==> config.mk <==
export PLATFORM = sky130hd
export DESIGN_NAME = raster_rle_row_expander_unit
export DESIGN_NICKNAME = d
export VERILOG_FILES = /design/src/sv/rrle_pkg.sv /design/src/sv/rrle_pixel_unit.sv /design/src/sv/rrle_seq.sv /design/src/sv/raster_rle_row_expander_unit.sv
export SDC_FILE = /design/constraint.sdc
export NUM_CORES = 1
export LEC_CHECK = 0
export BUFFER_PORTS_ARGS = -buffer_cell sky130_fd_sc_hd__buf_2
export CELL_PAD_IN_SITES_DETAIL_PLACEMENT = 0
export CELL_PAD_IN_SITES_GLOBAL_PLACEMENT = 1
export CORE_MARGIN = 2
export CORE_UTILIZATION = 46
export DETAILED_ROUTE_END_ITERATION = 8
export MAX_ROUTING_LAYER = met4
export PLACE_DENSITY = 0.87
export SLEW_MARGIN = 30
export SYNTH_ARGS = -nofsm -noshare
export SYNTH_HDL_FRONTEND = slang
export SYNTH_SLANG_ARGS = --single-unit
==> constraint.sdc <==
create_clock -name clk -period 6.2 [get_ports clk]
set_clock_uncertainty 0.05 [all_clocks]
set_input_delay 1.55 -clock clk [delete_from_list [all_inputs] [get_ports clk]]
set_output_delay 1.55 -clock clk [all_outputs]
set_load 0.01 [all_outputs]
==> src/sv/rrle_pkg.sv <==
// ----------------------------------------------------------------------------
// rrle_pkg
// shared types and constants of the raster run-length row expander
// ----------------------------------------------------------------------------
`timescale 1ns / 1ps

package rrle_pkg;

  localparam int unsigned COORD_W = 12;
  localparam int unsigned COUNT_W = 13;
  localparam int unsigned SUM_W   = 14;
  localparam int unsigned ADDR_W  = 24;
  localparam int unsigned CODE_W  = 4;
  localparam int unsigned RUN_W   = 4;
  localparam int unsigned STAT_W  = 2;

  localparam logic [COUNT_W-1:0] COUNT_MAX   = {COUNT_W{1'b1}};
  localparam logic [COORD_W-1:0] ORIGIN_BIAS = 12'h800;

  // configuration register indexes
  localparam logic CFG_X_ORIGIN = 1'b0;
  localparam logic CFG_Y_ORIGIN = 1'b1;

  // pixel status codes
  localparam logic [STAT_W-1:0] STAT_WRITTEN = 2'd0;
  localparam logic [STAT_W-1:0] STAT_SKIP_X  = 2'd1;
  localparam logic [STAT_W-1:0] STAT_SKIP_Y  = 2'd2;

  typedef enum logic {
    ST_IDLE,
    ST_RUN
  } seq_state_t;

  // sequencer to output stage
  typedef struct packed {
    logic              load;
    logic              last;
    logic [CODE_W-1:0] code;
  } seq_ctl_t;

  typedef struct packed {
    logic [COORD_W-1:0] x;
    logic [COORD_W-1:0] y;
    logic [ADDR_W-1:0]  addr;
    logic [STAT_W-1:0]  status;
  } pixel_t;

endpackage

==> src/sv/rrle_pixel_unit.sv <==
// ----------------------------------------------------------------------------
// rrle_pixel_unit
// shared position unit: origin add, edge compare and linear address
// ----------------------------------------------------------------------------
`timescale 1ns / 1ps

module rrle_pixel_unit import rrle_pkg::*; #(
  parameter int unsigned RASTER_WIDTH  = 4096,
  parameter int unsigned RASTER_HEIGHT = 4096
) (
  input  logic [COORD_W-1:0] x_start,
  input  logic [COORD_W-1:0] y_start,
  input  logic [COUNT_W-1:0] column,
  input  logic [COUNT_W-1:0] row,
  output pixel_t             pixel
);

  localparam logic [SUM_W-1:0]  X_LIMIT = SUM_W'(RASTER_WIDTH);
  localparam logic [SUM_W-1:0]  Y_LIMIT = SUM_W'(RASTER_HEIGHT);
  localparam logic [ADDR_W-1:0] STRIDE  = ADDR_W'(RASTER_WIDTH);

  logic [SUM_W-1:0] px;
  logic [SUM_W-1:0] py;

  assign px = SUM_W'(x_start) + SUM_W'(column);
  assign py = SUM_W'(y_start) + SUM_W'(row);

  always_comb begin
    pixel = '0;
    if (px >= X_LIMIT) begin
      pixel.status = STAT_SKIP_X;
    end else if (py >= Y_LIMIT) begin
      pixel.status = STAT_SKIP_Y;
    end else begin
      pixel.status = STAT_WRITTEN;
      pixel.x      = px[COORD_W-1:0];
      pixel.y      = py[COORD_W-1:0];
      pixel.addr   = ADDR_W'(px[COORD_W-1:0]) + ADDR_W'(py[COORD_W-1:0]) * STRIDE;
    end
  end

endmodule

==> src/sv/rrle_seq.sv <==
// ----------------------------------------------------------------------------
// rrle_seq
// run sequencer with column and row counters
// ----------------------------------------------------------------------------
`timescale 1ns / 1ps

module rrle_seq import rrle_pkg::*; (
  input  logic               clk,
  input  logic               rst,
  input  logic               in_valid,
  input  logic [7:0]         in_byte,
  input  logic               in_eor,
  input  logic               in_eoras,
  output logic               in_ready,
  input  logic               slot_free,
  output logic [COUNT_W-1:0] column,
  output logic [COUNT_W-1:0] row,
  output seq_ctl_t           ctl
);

  seq_state_t         state;
  seq_state_t         state_next;
  logic [RUN_W-1:0]   run_left;
  logic [CODE_W-1:0]  code;
  logic               eor;
  logic               eoras;
  logic [COUNT_W-1:0] column_next;
  logic [COUNT_W-1:0] row_next;
  logic               accept;
  logic [RUN_W-1:0]   in_run;

  assign in_run = in_byte[7:4];
  assign accept = (state == ST_IDLE) && in_valid;

  always_comb begin
    state_next = state;
    unique case (state)
      ST_IDLE: if (in_valid && (in_run != '0)) state_next = ST_RUN;
      ST_RUN:  if (slot_free && (run_left == RUN_W'(1))) state_next = ST_IDLE;
      default: state_next = ST_IDLE;
    endcase
  end

  always_comb begin
    in_ready = (state == ST_IDLE);
    ctl.load = (state == ST_RUN) && slot_free;
    ctl.last = (run_left == RUN_W'(1));
    ctl.code = code;
  end

  // counter update: column steps per pixel, end marks act after the run (at once for a byte with an empty run)
  always_comb begin
    column_next = column;
    row_next    = row;
    if (accept && (in_run == '0)) begin
      if (in_eoras) begin
        column_next = '0;
        row_next    = '0;
      end else if (in_eor) begin
        column_next = '0;
        if (row != COUNT_MAX) row_next = row + 1'b1;
      end
    end else if (ctl.load) begin
      if (ctl.last && eoras) begin
        column_next = '0;
        row_next    = '0;
      end else if (ctl.last && eor) begin
        column_next = '0;
        if (row != COUNT_MAX) row_next = row + 1'b1;
      end else if (column != COUNT_MAX) begin
        column_next = column + 1'b1;
      end
    end
  end

  always_ff @(posedge clk) begin
    if (rst) begin
      state  <= ST_IDLE;
      column <= '0;
      row    <= '0;
    end else begin
      state  <= state_next;
      column <= column_next;
      row    <= row_next;
    end
  end

  always_ff @(posedge clk) begin
    if (rst) begin
      run_left <= '0;
    end else if (accept) begin
      run_left <= in_run;
    end else if (ctl.load) begin
      run_left <= run_left - 1'b1;
    end
  end

  always_ff @(posedge clk) begin
    if (accept) begin
      code  <= in_byte[3:0];
      eor   <= in_eor;
      eoras <= in_eoras;
    end
  end

endmodule

==> src/sv/raster_rle_row_expander_unit.sv <==
// a taken byte is registered in the sequencer; its pixel items are then loaded into
// the output register: one pixel item per cycle from the single position unit while
//   the output slot is free, and the input is held while a byte's run is expanded
// a new byte is taken while the last pixel of the previous one still waits
// reset: synchronous, clears counters, origins, sequencer and output valid
// ----------------------------------------------------------------------------
// raster_rle_row_expander_unit
// expands run-length bytes into pixel writes on a bounded raster
// ----------------------------------------------------------------------------
`timescale 1ns / 1ps

module raster_rle_row_expander_unit import rrle_pkg::*; #(
  parameter int unsigned RASTER_WIDTH  = 4096,
  parameter int unsigned RASTER_HEIGHT = 4096
) (
  input  logic               clk,
  input  logic               rst,
  // configuration write port
  input  logic               cfg_we,
  input  logic               cfg_index,
  input  logic [COORD_W-1:0] cfg_data,
  // input items
  input  logic               s_tvalid,
  output logic               s_tready,
  input  logic [7:0]         s_tdata,    // rle_byte
  input  logic               s_tlast,    // end_of_row
  input  logic               s_tuser,    // end_of_raster
  // pixel items
  output logic               m_tvalid,
  input  logic               m_tready,
  output logic [55:0]        m_tdata,    // pixel_x, pixel_y, pixel_address, pixel_code, pad
  output logic               m_tlast,    // last_of_run
  output logic [STAT_W-1:0]  m_tuser     // status
);

  // origins as written, two's complement
  logic [COORD_W-1:0] x_origin;
  logic [COORD_W-1:0] y_origin;
  logic [COORD_W-1:0] x_start;
  logic [COORD_W-1:0] y_start;

  logic [COUNT_W-1:0] column;
  logic [COUNT_W-1:0] row;
  seq_ctl_t           ctl;
  pixel_t             pixel;
  logic               slot_free;

  // output register
  pixel_t             out_pixel;
  logic [CODE_W-1:0]  out_code;
  logic               out_last;

  always_ff @(posedge clk) begin
    if (rst) begin
      x_origin <= '0;
      y_origin <= '0;
    end else if (cfg_we) begin
      unique case (cfg_index)
        CFG_X_ORIGIN: x_origin <= cfg_data;
        CFG_Y_ORIGIN: y_origin <= cfg_data;
        default: ;
      endcase
    end
  end

  // bias by half the coordinate span, wraps into 0..4095
  assign x_start = x_origin + ORIGIN_BIAS;
  assign y_start = y_origin + ORIGIN_BIAS;

  // output slot can take a pixel when empty or being drained
  assign slot_free = !m_tvalid || m_tready;

  rrle_seq u_seq (
    .clk       (clk),
    .rst       (rst),
    .in_valid  (s_tvalid),
    .in_byte   (s_tdata),
    .in_eor    (s_tlast),
    .in_eoras  (s_tuser),
    .in_ready  (s_tready),
    .slot_free (slot_free),
    .column    (column),
    .row       (row),
    .ctl       (ctl)
  );

  rrle_pixel_unit #(
    .RASTER_WIDTH  (RASTER_WIDTH),
    .RASTER_HEIGHT (RASTER_HEIGHT)
  ) u_pixel (
    .x_start (x_start),
    .y_start (y_start),
    .column  (column),
    .row     (row),
    .pixel   (pixel)
  );

  always_ff @(posedge clk) begin
    if (rst) begin
      m_tvalid <= 1'b0;
    end else if (ctl.load) begin
      m_tvalid <= 1'b1;
    end else if (m_tready) begin
      m_tvalid <= 1'b0;
    end
  end

  always_ff @(posedge clk) begin
    if (ctl.load) begin
      out_pixel <= pixel;
      out_code  <= ctl.code;
      out_last  <= ctl.last;
    end
  end

  assign m_tdata = {4'b0000, out_code, out_pixel.addr, out_pixel.y, out_pixel.x};
  assign m_tlast = out_last;
  assign m_tuser = out_pixel.status;

endmodule
======== After elaboration in Yosys (flattened, before gate mapping) ========
Index checks and enable logic that the tools add are counted.
storage, ports and cells
  bits in latches ......................... 0
  word-level logic and storage cells ...... 75
  register bits after elaboration ......... 117
  memory bits (read-only) ................. 0
  memories ................................ 0
  bits in writable memories ............... 0
operators by class
  magnitude comparators ................... 2
  muxes and demuxes ....................... 22
  add/sub/neg operators ................... 8
  multiply operators ...................... 0
  eq/ne operators ......................... 4
  reductions and logical operators ........ 21
  divide/modulo/power cells ............... 0
  bitwise logic cells ..................... 2
  shifts and indexed selects .............. 0
operators by type and width
  kind                                                                                   number
  13-bit 2-to-1 mux                                                                      14
  12-bit by 13-bit adder with 14-bit output                                              2
  14-bit by 13-bit greater-or-equal comparator with 1-bit output, second input constant  2
  13-bit by 1-bit adder with 13-bit output, second input constant                        2
  13-bit != test, second input constant                                                  2
  12-bit adder, second input constant                                                    2
  12-bit by 24-bit adder with 24-bit output                                              1
  4-bit 2-to-1 mux                                                                       2
  4-bit nonzero test                                                                     2
  1-bit logical AND                                                                      7
  3-bit AND reduction                                                                    2
  2-bit nonzero test                                                                     3
  4-bit by 1-bit equality test with 1-bit output, second input constant                  1
  4-bit logical NOT                                                                      1
  1-bit 2-to-1 mux                                                                       4
  2-bit AND reduction                                                                    2
  4-bit by 1-bit subtractor with 4-bit output, second input constant                     1
  3-bit != test, second input constant                                                   1
  3-bit nonzero test                                                                     1
  2-bit 2-to-1 mux                                                                       1
  1-bit NOT                                                                              2
  1-bit case mux with 2 select lines                                                     1
  2-bit OR reduction                                                                     1
  1-bit logical NOT                                                                      1
  1-bit logical OR                                                                       1

======== Depth between registers and ports, before layout ========
  depth in word-level cells ............... 6
  mapped depth ............................ 10

======== Modules after synthesis ========
Synthesis repeated with hierarchy kept, for this count alone.
unflattened totals
  cells, all modules ...................... 575
  area, all modules ....................... 6073.3 µm²
by module, submodules not included
  module                        sequential area each (µm²)  cells an instance  area an instance (µm²)  instances
  raster_rle_row_expander_unit  2152.1                      160                2775.2                  1
  rrle_seq                      800.8                       204                1806.7                  1
  rrle_pixel_unit               0.0                         211                1491.4                  1

======== Worst setup path after synthesis ========
No wires, ideal clock.
  path kind ............................... input-to-reg
  start point ............................. in m_tready
  end point ............................... reg u_seq.run_left[0]
  slack ................................... 3.005 ns
  cell stages on the path ................. 6
  data required time ...................... 6.022 ns
  arrival time ............................ 3.018 ns
  buffers on the path ..................... 0
  cells stage by stage .................... nand2b_1 > nand2_1 > inv_1 > nor2_1 > a221oi_1 > nor2_1
RTL lines
  what                  line                                text
  start, declared       raster_rle_row_expander_unit.sv:30  input logic m_tready,
  end signal, assigned  rrle_seq.sv:92                      run_left <= in_run;
  end signal, assigned  rrle_seq.sv:94                      run_left <= run_left - 1'b1;
  end, declared         rrle_seq.sv:23                      logic [RUN_W-1:0] run_left;

==> reports/metrics.csv <==
metric,value,unit
switching pwr,0.000313,W
Syn Std Cell Area,5060,um2
I/O Buffers,84,
worst-margin pin slew,0.686,ns
VDD IR max,0.0000954,V
Seq. cell area,2230,um2
GRT overflow,0,
CTS tree,yes,
number of enable flip-flop cells after synthesis,37,
Synth area leader,dfxtp_1,
Leak Pwr,2.30,nW
Die H,109,um
crit path to,u_seq.run_left[1],
post-cts resize count,0,
Synth async-reset ratio,0,%
fin crit period,3.07,ns
Detailed Route WL,10300,um
Final Setup Violations,0,
Die Width,109,um
Crit. End Element,flip-flop,
Power Internal,0.000947,W
vias per std cell,5.21,
Routed Antenna Nets,0,
Ports,89,
CTS root buf,clkbuf_8,
register share of total power,54.6,%
Max Slew Vio Count,0,
syn_area_per_cell,9.37,um2
first-pass GRT wire length,16600,um
Layout area overhead,10.7,%
area of the die,11900,um2
startpoint types,input pin,
Most Crowded Layer GR,met2,
Pre-antenna DRT Iters,4,
sequential-to-total area share from yosys stat,44.1,%
# diodes,0,
Clk pwr share,34.1,%
GR Util met2,27.6,%
layout cells sized above 1,19.7,%
switch share,24.8,%
library cells used by synthesis,61,
nets@finish,653,
setup ws final,3.13,ns
"Arr. time, crit path",3.25,ns
RSZ-0062 raised after global routing,false,
Reg-to-Reg End,m_tdata[35],
relative slew slack,54.2,%
Tot GR Track Use,18.7,%
GPL Wtd Cong,0.958,
top_reg_cell synth,dfxtp_1,
combinational power share,11.3,%
worst slack at placement,2.75,ns
worst r2r src,u_seq.column[0],
Area contributors post-synth,"dfxtp_1 22%, edfxtp_1 22%, ha_1 6.9%",
crit path from,m_tready,
initial drt markers,119,
largest net degree at the start of global routing,35,
Worst R2R Setup Slack,3.20,ns
antenna violations before repair,0,
TritonCTS Buffers,9,
Cells after Synth,540,
WL/cell,13.9,um
critical path type,in2reg,
drt drc,0,
Site Rows,38,
Worst-path clk slew,0.08,ns
CTS Hold Buffers Added,0,
Starting Density,46.9,%
vias in the first global route,3519,
number of setup buffers added after CTS,0,
Max Fanout on Critical Path,25,
Worst-Skew Late Latency,0.36,ns
Num Clock Sinks,93,
Worst Reg-to-Reg Cells,8,
HP Class,reg2reg,
Power Dens Cells,225,nW/um2
Via Count,3854,
H-tree Lvls,3,
core footprint,10800,um2
Post-DP HPWL,7920,um
yosys warns,0,
multi-input combinational cell area,2470,um2
Fin. Hold Viols,0,
post-route setup TNS,0,ns
"Design Area, Final",5600,um2
Yosys top cell area share,22.2,%
outcome,finished clean,
Fmax achieved,0.326,GHz
# fillers,1057,
max-cap violation count,0,
routing usage on met3,3.17,%
placed standard-cell area,5390,um2
Final period util,49.5,%
Max Root-Sink Buffers,2,
Worst EP required,6.38,ns
global routing usage on met1,25.6,%
Seq cells post-synth,93,
layout by cell type, fill, tap and decap left out, types with 6 or more instances in the layout:
master,synthesis,routed
a211oi_1,8,8
a21o_1,6,6
a21oi_1,56,56
buf_2,2,84
clkbuf_8,0,10
dfxtp_1,56,56
edfxtp_1,37,37
ha_1,28,28
inv_1,20,20
nand2_1,70,70
nand3_1,12,12
nand4_1,11,11
nor2_1,59,59
nor3_1,7,7
o21ai_0,14,14
xnor2_1,8,8
xor2_1,28,28
flip-flops by register name, indices dropped and copies added (netlist names):
register / cells
m_tlast: 1
u_seq.run_left: 4
x_origin: 12
u_seq.code: 4
m_tdata: 24
out_code: 4
u_seq.row: 13
u_seq.column: 13
u_seq.state: 1
y_origin: 12
m_tuser: 2
m_tvalid: 1
u_seq.eor: 1
u_seq.eoras: 1
cell families (layout without fill, tap and decap cells):
kind of cell	Yosys count	after routing	synth area share, %
muxes	2	2	0.396
adders and majority gates	30	30	7.72
other	1	4	0.0741
xor gates and xnor gates	36	36	6.23
and+or+nand+nor	193	193	18.1
DFF	93	93	44.1
AOI/OAI and AO/OA	120	120	16.1
buffers and inverters	65	122	7.29
worst min path at each step:
stage | startpoint | endpoint | slack (ns) | cells after the start
finish | u_seq.code[3] | out_code[3] | 0.38 | 0
global route | u_seq.code[2] | out_code[2] | 0.39 | 0
CTS | u_seq.code[3] | out_code[3] | 0.38 | 0
detailed placement | u_seq.code[3] | out_code[3] | 0.37 | 0
global placement | u_seq.code[0] | out_code[0] | 0.35 | 0
floorplan | u_seq.code[0] | out_code[0] | 0.35 | 0
metal layers:
metal	share of wire [%]	wire length [um]	vias to the layer above
met5	0	0	-
met4	1.6	163	0
met2	44	4540	112
met3	6.6	682	11
li1	-	-	1975
met1	48	4920	1756
synthesized netlist by cell type, drive strengths merged, types with 3 or more instances:
library cell and count:
buf 33, nor2 60, and4 3, nand2b 4
a21o 6, and3 5, a211oi 8, a21oi 57
nand2 71, nand3 13, dfxtp 56, a31oi 3
clkbuf 12, ha 28, nor3 7, or3 4
nor2b 5, inv 20, edfxtp 37, o21a 5
a221oi 5, xnor2 8, xor2 28, o21ai 16
nand4 11, o211ai 4
power groups by stage:
stage	registers [W]	clock network (W)	logic, W
6_report	0.000688	0.000430	0.000143
5_1_grt	0.000691	0.000469	0.000162
4_1_cts	0.000688	0.000440	0.000144
3_5_place_dp	0.000702	0	0.000144
3_3_place_gp	0.000701	0	0.000141
2_1_floorplan	0.000705	0	0.0000992
cell type report:
cell class,instances,area share (%)
multi-input cells,385,44.1
flip-flops and latches,93,39.9
repair buffers,86,7.77
well taps,140,3.13
clock buffers,14,3.11
inverters,20,1.34
clock inverters,2,0.693
worst max-delay path, cell delays in order:
cell and delay, ns:
buf_2 0.07, nand2b_1 0.21, nand2_1 0.15, inv_1 0.35, buf_4 0.42, nor2_1 0.13, a221oi_1 0.28, nor2_1 0.07
through the flow:
| stage | hold slack, ns | utilization, % | cells | power (W) |
|---|---|---|---|---|
| finish | 0.379 | 51.9 | 740 | 0.00126 |
| global route | 0.393 | 51.9 | 740 | 0.00132 |
| CTS | 0.380 | 51.9 | 740 | 0.00127 |
| detailed placement | 0.373 | 49.9 | 724 | 0.000846 |
| global placement | 0.351 | 49.9 | 724 | 0.000842 |
| floorplan | 0.350 | - | 543 | 0.000805 |
Note: power is estimated with default switching activity, not from simulation.
